### src/hdl/rxup_pkg.sv
// Package: shared types and constants of the receive-buffer record unpacker.
`timescale 1ns / 1ps

package rxup_pkg;

   // Number of check bytes that trail the frame body
   localparam int CHECK_BYTES = 2;
   localparam logic [7:0] CHECK_BYTES_B = 8'(CHECK_BYTES);

   // Register reset value and register word indexes
   localparam logic [6:0] MAX_BODY_RESET = 7'd125;
   localparam logic       REG_MAX_BODY   = 1'b0;

   // Record parsing phase
   typedef enum logic [2:0] {
      PH_IDLE,
      PH_BODY,
      PH_CHECK,
      PH_LQI,
      PH_RSSI
   } rxup_phase_type;

   // Result kind codes
   typedef enum logic [1:0] {
      KIND_BODY = 2'd0,
      KIND_LQI  = 2'd1,
      KIND_RSSI = 2'd2,
      KIND_ERR  = 2'd3
   } rxup_kind_type;

   // One result transaction
   typedef struct packed {
      rxup_kind_type result_kind;
      logic [7:0]    data_byte;
      logic [6:0]    byte_index;
      logic [7:0]    body_length;
      logic          last_of_record;
   } rxup_result_type;

endpackage

### src/hdl/rxup_out_skid.sv
// Output register with a skid stage for the result channel.
`timescale 1ns / 1ps

module rxup_out_skid (
   input  logic                      clock,
   input  logic                      reset,
   input  logic                      push_valid,
   input  rxup_pkg::rxup_result_type push_data,
   output logic                      push_stall,
   output logic                      rsp_valid,
   input  logic                      rsp_stall,
   output rxup_pkg::rxup_result_type rsp_data
);

   logic                      out_valid_ff, out_valid_in;
   rxup_pkg::rxup_result_type out_data_ff, out_data_in;
   logic                      skid_valid_ff, skid_valid_in;
   rxup_pkg::rxup_result_type skid_data_ff, skid_data_in;
   logic                      drain;
   logic                      push;

   assign drain      = out_valid_ff && !rsp_stall;
   assign push       = push_valid && !skid_valid_ff;
   assign push_stall = skid_valid_ff;
   assign rsp_valid  = out_valid_ff;
   assign rsp_data   = out_data_ff;

   // Steer a new transaction into the output register or park it in the skid
   always_comb begin
      out_valid_in  = out_valid_ff;
      out_data_in   = out_data_ff;
      skid_valid_in = skid_valid_ff;
      skid_data_in  = skid_data_ff;
      if (drain) begin
         out_valid_in = 1'b0;
      end
      if (skid_valid_ff) begin
         if (drain) begin
            out_valid_in  = 1'b1;
            out_data_in   = skid_data_ff;
            skid_valid_in = 1'b0;
         end
      end else if (push) begin
         if (!out_valid_ff || drain) begin
            out_valid_in = 1'b1;
            out_data_in  = push_data;
         end else begin
            skid_valid_in = 1'b1;
            skid_data_in  = push_data;
         end
      end
   end

   always_ff @(posedge clock) begin
      if (reset) begin
         out_valid_ff  <= 1'b0;
         skid_valid_ff <= 1'b0;
      end else begin
         out_valid_ff  <= out_valid_in;
         skid_valid_ff <= skid_valid_in;
      end
      out_data_ff  <= out_data_in;
      skid_data_ff <= skid_data_in;
   end

endmodule

### src/hdl/radio_rx_fifo_record_unpacker_unit.sv
// Top level: radio receive-buffer record unpacker with its register port.
`timescale 1ns / 1ps
//
// Usage:
//   Feed receive-buffer bytes in address order on the req_ channel; flag the
//   length byte of each record with req_start_of_record. The rsp_ channel
//   returns one transaction per body byte (with its index), one for the
//   link-quality byte and one for the signal-strength byte, which closes the
//   record. A bad stored length gives a single error transaction instead.
//   Check bytes, length bytes and bytes outside a record give nothing.
//   A transaction is taken when valid is high and stall is low.
// Timing:
//   A byte is held in the input register and parsed there (a compare and a
//   counter update); the result is registered in the output register before
//   it shows on rsp_. One byte per cycle is sustained while the skid entry is empty.
// Stall and reset:
//   An output register plus a skid entry keep bytes flowing while the
//   receiver stalls; req_stall rises only once the skid entry is full.
//   Reset returns the parser to idle and max_body_length to 125.
//   Write max_body_length over the register port only while idle.

module radio_rx_fifo_record_unpacker_unit (
   input  logic        clock,
   input  logic        reset,
   // input byte channel
   input  logic        req_valid,
   output logic        req_stall,
   input  logic [7:0]  req_fifo_byte,
   input  logic        req_start_of_record,
   // result channel
   output logic        rsp_valid,
   input  logic        rsp_stall,
   output logic [1:0]  rsp_result_kind,
   output logic [7:0]  rsp_data_byte,
   output logic [6:0]  rsp_byte_index,
   output logic [7:0]  rsp_body_length,
   output logic        rsp_last_of_record,
   // register port
   input  logic        psel,
   input  logic        penable,
   input  logic        pwrite,
   input  logic [2:0]  paddr,
   input  logic [31:0] pwdata,
   output logic [31:0] prdata,
   output logic        pready
);

   logic                      max_body_sel, max_body_wr;
   logic [6:0]                max_len_ff;
   logic                      in_valid_ff, in_valid_in;
   logic [7:0]                in_byte_ff;
   logic                      in_start_ff;
   logic                      accept;
   logic                      fire;
   logic                      sk_stall;
   rxup_pkg::rxup_phase_type  phase_ff, phase_in;
   logic [7:0]                rem_ff, rem_in;
   logic [6:0]                idx_ff, idx_in;
   logic [7:0]                blen_ff, blen_in;
   logic [7:0]                blen_calc;
   logic                      len_short;
   logic                      len_long;
   logic                      res_has;
   rxup_pkg::rxup_result_type res;
   rxup_pkg::rxup_result_type rsp_data;

   // Register port: single word, always ready
   assign pready       = 1'b1;
   assign max_body_wr  = psel && penable && pwrite && (paddr[2] == rxup_pkg::REG_MAX_BODY);
   assign max_body_sel = (paddr[2] == rxup_pkg::REG_MAX_BODY);
   assign prdata       = max_body_sel ? {25'd0, max_len_ff} : 32'd0;

   always_ff @(posedge clock) begin
      if (reset) begin
         max_len_ff <= rxup_pkg::MAX_BODY_RESET;
      end else if (max_body_wr) begin
         max_len_ff <= pwdata[6:0];
      end
   end

   // Input register: hold one byte until the parser can retire it
   assign fire      = in_valid_ff && !sk_stall;
   assign req_stall = in_valid_ff && sk_stall;
   assign accept    = req_valid && !req_stall;

   always_comb begin
      in_valid_in = in_valid_ff;
      if (accept) begin
         in_valid_in = 1'b1;
      end else if (fire) begin
         in_valid_in = 1'b0;
      end
   end

   always_ff @(posedge clock) begin
      if (reset) begin
         in_valid_ff <= 1'b0;
      end else begin
         in_valid_ff <= in_valid_in;
      end
      if (accept) begin
         in_byte_ff  <= req_fifo_byte;
         in_start_ff <= req_start_of_record;
      end
   end

   // Length checks on a start byte
   assign blen_calc = in_byte_ff - rxup_pkg::CHECK_BYTES_B;
   assign len_short = in_byte_ff < rxup_pkg::CHECK_BYTES_B;
   assign len_long  = blen_calc > {1'b0, max_len_ff};

   // Next parser state
   always_comb begin
      phase_in = phase_ff;
      rem_in   = rem_ff;
      idx_in   = idx_ff;
      blen_in  = blen_ff;
      if (fire) begin
         if (in_start_ff) begin
            idx_in = '0;
            if (len_short) begin
               blen_in  = '0;
               rem_in   = '0;
               phase_in = rxup_pkg::PH_IDLE;
            end else begin
               blen_in = blen_calc;
               if (len_long) begin
                  rem_in   = '0;
                  phase_in = rxup_pkg::PH_IDLE;
               end else if (blen_calc == 8'd0) begin
                  if (rxup_pkg::CHECK_BYTES == 0) begin
                     phase_in = rxup_pkg::PH_LQI;
                     rem_in   = '0;
                  end else begin
                     phase_in = rxup_pkg::PH_CHECK;
                     rem_in   = rxup_pkg::CHECK_BYTES_B;
                  end
               end else begin
                  phase_in = rxup_pkg::PH_BODY;
                  rem_in   = blen_calc;
               end
            end
         end else begin
            unique case (phase_ff)
               rxup_pkg::PH_BODY: begin
                  idx_in = idx_ff + 7'd1;
                  rem_in = rem_ff - 8'd1;
                  if (rem_ff == 8'd1) begin
                     if (rxup_pkg::CHECK_BYTES == 0) begin
                        phase_in = rxup_pkg::PH_LQI;
                        rem_in   = '0;
                     end else begin
                        phase_in = rxup_pkg::PH_CHECK;
                        rem_in   = rxup_pkg::CHECK_BYTES_B;
                     end
                  end
               end
               rxup_pkg::PH_CHECK: begin
                  rem_in = rem_ff - 8'd1;
                  if (rem_ff == 8'd1) begin
                     phase_in = rxup_pkg::PH_LQI;
                  end
               end
               rxup_pkg::PH_LQI: begin
                  phase_in = rxup_pkg::PH_RSSI;
               end
               rxup_pkg::PH_RSSI: begin
                  phase_in = rxup_pkg::PH_IDLE;
                  rem_in   = '0;
               end
               default: begin
                  phase_in = rxup_pkg::PH_IDLE;
               end
            endcase
         end
      end
   end

   // Result for the byte being retired
   always_comb begin
      res_has            = 1'b0;
      res.result_kind    = rxup_pkg::KIND_ERR;
      res.data_byte      = in_byte_ff;
      res.byte_index     = '0;
      res.body_length    = blen_ff;
      res.last_of_record = 1'b0;
      if (in_start_ff) begin
         res.data_byte      = '0;
         res.last_of_record = 1'b1;
         res.body_length    = len_short ? 8'd0 : blen_calc;
         res_has            = len_short || len_long;
      end else begin
         unique case (phase_ff)
            rxup_pkg::PH_BODY: begin
               res_has         = 1'b1;
               res.result_kind = rxup_pkg::KIND_BODY;
               res.byte_index  = idx_ff;
            end
            rxup_pkg::PH_LQI: begin
               res_has         = 1'b1;
               res.result_kind = rxup_pkg::KIND_LQI;
            end
            rxup_pkg::PH_RSSI: begin
               res_has            = 1'b1;
               res.result_kind    = rxup_pkg::KIND_RSSI;
               res.last_of_record = 1'b1;
            end
            default: begin
               res_has = 1'b0;
            end
         endcase
      end
   end

   always_ff @(posedge clock) begin
      if (reset) begin
         phase_ff <= rxup_pkg::PH_IDLE;
         rem_ff   <= '0;
         idx_ff   <= '0;
         blen_ff  <= '0;
      end else begin
         phase_ff <= phase_in;
         rem_ff   <= rem_in;
         idx_ff   <= idx_in;
         blen_ff  <= blen_in;
      end
   end

   // Result buffering toward the receiver
   rxup_out_skid u_out_skid (
      .clock      (clock),
      .reset      (reset),
      .push_valid (fire && res_has),
      .push_data  (res),
      .push_stall (sk_stall),
      .rsp_valid  (rsp_valid),
      .rsp_stall  (rsp_stall),
      .rsp_data   (rsp_data)
   );

   assign rsp_result_kind    = rsp_data.result_kind;
   assign rsp_data_byte      = rsp_data.data_byte;
   assign rsp_byte_index     = rsp_data.byte_index;
   assign rsp_body_length    = rsp_data.body_length;
   assign rsp_last_of_record = rsp_data.last_of_record;

`ifndef NO_ASSERTIONS
   // Body phase always has bytes left, and index plus remaining equals length
   a_body_count : assert property (@(posedge clock) disable iff (reset)
      (phase_ff == rxup_pkg::PH_BODY) |->
         (rem_ff != 8'd0) && (({2'b0, idx_ff} + {1'b0, rem_ff}) == {1'b0, blen_ff}))
      else $error("body counters out of step");

   // Check phase counts down from the check-byte count
   a_check_count : assert property (@(posedge clock) disable iff (reset)
      (phase_ff == rxup_pkg::PH_CHECK) |->
         (rem_ff != 8'd0) && (rem_ff <= rxup_pkg::CHECK_BYTES_B))
      else $error("check-byte counter out of range");

   // Input stalls only while a byte is held that cannot retire
   a_stall_cause : assert property (@(posedge clock) disable iff (reset)
      req_stall |-> (in_valid_ff && sk_stall && rsp_valid))
      else $error("input stalled without a blocked byte");

   // A retired byte leaves the input register empty unless a new one came in
   a_retire : assert property (@(posedge clock) disable iff (reset)
      (fire && !accept) |=> !in_valid_ff)
      else $error("retired byte still held");
`endif

endmodule

### config.mk
export PLATFORM = sky130hd
export DESIGN_NAME = radio_rx_fifo_record_unpacker_unit
export DESIGN_NICKNAME = d
export VERILOG_FILES = /design/src/hdl/rxup_pkg.sv /design/src/hdl/rxup_out_skid.sv /design/src/hdl/radio_rx_fifo_record_unpacker_unit.sv
export SDC_FILE = /design/constraint.sdc
export NUM_CORES = 1
export LEC_CHECK = 0
export CAP_MARGIN = 20
export CORE_ASPECT_RATIO = 1.1
export CORE_UTILIZATION = 45
export DETAILED_ROUTE_END_ITERATION = 10
export DONT_BUFFER_PORTS = 1
export PLACE_DENSITY = 0.71
export SLEW_MARGIN = 20
export SYNTH_ARGS = -nofsm -noshare
export SYNTH_HDL_FRONTEND = slang
export SYNTH_HIERARCHICAL = 1
export SYNTH_SLANG_ARGS = --single-unit
### constraint.sdc
create_clock -name clock -period 8.7 [get_ports clock]
set_input_delay 0.87 -clock clock [delete_from_list [all_inputs] [get_ports clock]]
set_output_delay 0.87 -clock clock [all_outputs]
set_load 0.01 [all_outputs]
==> flow_metrics.env <==
export IMPL_initial_antenna_violation_count=0
export IMPL_share_of_the_core_filled_with_cells=0.490
export IMPL_final_nets=484
export IMPL_yosysMostFrequentCell="edfxtp_1"
export IMPL_postCtsSetupBuffers=0
export IMPL_synth_fa_ha_area_frac=0.0259
export IMPL_post_synth_instance_area_mm2=0.00484
export IMPL_synthXorXnorAreaFrac=0.0318
export IMPL_yosysWarningCount=6
export IMPL_cts_buffers_inserted=9
export IMPL_dp_slack_ns=4.80
export IMPL_async_flop_share=0
export IMPL_critical_path_class="reg -> reg"
export IMPL_yosys_top_cells_count="edfxtp_1, nor2_1, dfxtp_1"
export IMPL_multi_input_comb_area_mm2=0.00201
export IMPL_wire_length_of_the_first_global_routing_pass_um=13900
export IMPL_worstHoldPathType="reg -> reg"
export IMPL_drive_gt1_frac=0.126
export IMPL_route_detailed_wl_per_inst_um=14.6
export IMPL_final_antenna_net_count=0
export IMPL_finalCritPeriodShare=0.447
export IMPL_iteration_0_drc_count_of_the_detailed_router=197
export IMPL_initial_core_util=0.463
export IMPL_core_area_mm2=0.0104
export IMPL_final_setup_tns_ns=0
export IMPL_rows=39
export IMPL_p_leak_nw=1.96
export IMPL_h_tree_levels=3
export IMPL_postCtsHoldBufs=0
export IMPL_postSynthCellCount=429
export IMPL_final_period_minus_worst_setup_slack_ns=3.89
export IMPL_hold_ws_ns=0.471
export IMPL_portBuffers=0
export IMPL_synthToLayoutAreaGrowth_pct=5.64
export IMPL_synth_distinct_cells=58
export IMPL_synth_seq_cells=97
export IMPL_achievable_frequency_mhz=257
export IMPL_die_y_um=111
export IMPL_synth_compound_area_share=0.110
export IMPL_number_of_global_route_vias_before_repair=2859
export IMPL_pin_count=112
export IMPL_fin_worst_skew_ns=0.00911
export IMPL_cts_sinks=97
export IMPL_cts_root_buf="clkbuf_16"
export IMPL_worst_setup_path_end_kind="flop"
export IMPL_routabilityCongestion=0.866
export IMPL_cp_required_ns=8.67
export IMPL_area_sequential_mm2=0.00255
export IMPL_globalRoute_totalOverflow=0
export IMPL_nFillCells=937
export IMPL_synthSimpleGateAreaFrac=0.140
export IMPL_die_width_um=101
export IMPL_cap_viol_max_count=0
export IMPL_final_critical_path_setup_slack_ns=4.81
export IMPL_worstPathMaxFanout=26
export IMPL_track_usage=0.161
export IMPL_cts_tree="yes"
export IMPL_grt_max_degree=34
export IMPL_synth_yosys_seq_area_share=0.527
export IMPL_routed_wire_length_um=8360
export IMPL_rsz_0062_raised_after_global_routing="false"
export IMPL_drcViolationCount=0
export IMPL_clk_latency_ns=0.34
export IMPL_timing_hold_violations_final=0
export IMPL_power_density_mw_per_mm2=191
export IMPL_post_synthesis_cell_type_with_the_largest_combined_area="edfxtp_1"
export IMPL_synth_enable_flop_cells=61
export IMPL_worst_ir_drop_vdd_mv=0.106
export IMPL_critPathArrivalTime_ns=3.86
export IMPL_critical_path_startpoint_type="flop"
export IMPL_post_synthesis_mux_area_share=0.0848
export IMPL_synth_top_cells_by_area="edfxtp_1, dfxtp_1, mux2_4"
export IMPL_slew_viol_final=0
export IMPL_dr_total_vias=3016
export IMPL_cts_root_to_sink_buffers=2
export IMPL_design_die_area_mm2=0.0112
export IMPL_yosysTopAreaCellShare=0.378
export IMPL_timing_final_setup_violations=0
export IMPL_route_detailed_vias_per_inst=5.28
export IMPL_average_size_of_a_mapped_cell_um2=11.3
export IMPL_hpwl_um=6030
export IMPL_worst_pin_slew_ns=0.993
export IMPL_n_antenna_cell=0
export IMPL_clkSlewWorstSetupHoldPaths_ns=0.07
export IMPL_headroom_to_the_max_slew_limit=0.337
export IMPL_status="completed"
export IMPL_synth_top_family_by_area="simple AND/OR/NAND/NOR gates"
export IMPL_totalPowerFinal_mw=0.979
export IMPL_postSynth_topFlopCell="edfxtp_1"
export IMPL_drt_pre_antenna_iters=6
export IMPL_cts_repair_resize_count=0
stage by stage:
step	std cells	cell area, um2
floorplan	453	4930
finish	571	5110
CTS	571	5110
global route	571	5110
detailed placement	555	4840
global placement	555	4830
state kept, by name, summed over array words and instances, names as in the netlist:
| register | flops |
|---|---|
| u_out_skid/push_stall | 1 |
| in_byte_ff | 8 |
| u_out_skid/rsp_valid | 1 |
| in_valid_ff | 1 |
| phase_ff | 3 |
| in_start_ff | 1 |
| blen_ff | 8 |
| idx_ff | 7 |
| u_out_skid/rsp_data | 26 |
| rem_ff | 8 |
| u_out_skid/skid_data_ff | 26 |
| max_len_ff | 7 |
final timing paths:
check,depth (start not counted),endpoint,from,slack [ns]
setup reg to reg,9,u_out_skid/skid_data_ff[22]$_DFFE_PP_,in_byte_ff[1]$_DFFE_PP_,4.81
hold reg to reg,1,max_len_ff[6]$_SDFFE_PP1P_,max_len_ff[6]$_SDFFE_PP1P_,0.47
hold / removal,1,max_len_ff[6]$_SDFFE_PP1P_,max_len_ff[6]$_SDFFE_PP1P_,0.47
setup / recovery,9,u_out_skid/skid_data_ff[22]$_DFFE_PP_,in_byte_ff[1]$_DFFE_PP_,4.81
per-layer routing:
metal | up-vias | part of all wire | track usage
met2 | 120 | 0.47 | 0.249
met1 | 1423 | 0.45 | 0.206
met5 | - | 0 | 0
met3 | 13 | 0.061 | 0.0485
li1 | 1460 | - | -
met4 | 0 | 0.019 | 0.0744
critical path, cell delays in order (launching register included):
cell	delay, ns
edfxtp_1	0.50
inv_1	0.24
ha_1	0.30
or3b_2	0.48
o21a_1	0.18
a221oi_1	0.31
o32ai_2	0.26
a221oi_1	0.56
nand2b_4	0.13
nor2_4	0.55
cell families after synthesis:
kind of cell / after synthesis
DFF: 97
buffers and inverters: 67
AOI/OAI and AO/OA: 75
xor gates and xnor gates: 16
adders and majority gates: 10
muxes: 28
other: 2
and+or+nand+nor: 134
power by group:
| group | leakage (nW) | internal (mW) | switching, mW |
|---|---|---|---|
| clock | 0.133 | 0.195 | 0.169 |
| combinational | 0.963 | 0.0393 | 0.0542 |
| sequential | 0.869 | 0.504 | 0.0171 |
| total | 1.96 | 0.738 | 0.241 |
layout make-up:
class,instances,share of cell area
repair buffers,1,0.00147
clock buffers,10,0.0448
well taps,143,0.0350
multi-input cells,289,0.392
clock inverters,6,0.00857
flip-flops and latches,97,0.500
inverters,25,0.0184
layout by cell type (no fill, tap or decap), types with 8 or more instances in the layout:
master     instances
conb_1            26
dfxtp_1           35
clkbuf_16          9
nor2_1            53
o21ai_0           11
nor3_1            12
a21oi_1           16
xnor2_1            8
and2_1            10
nor2b_1            8
edfxtp_1          61
ha_1              10
a21o_1             8
inv_1             25
mux2_4            26
nand2_1           17
(Power assumes the default switching activity.)
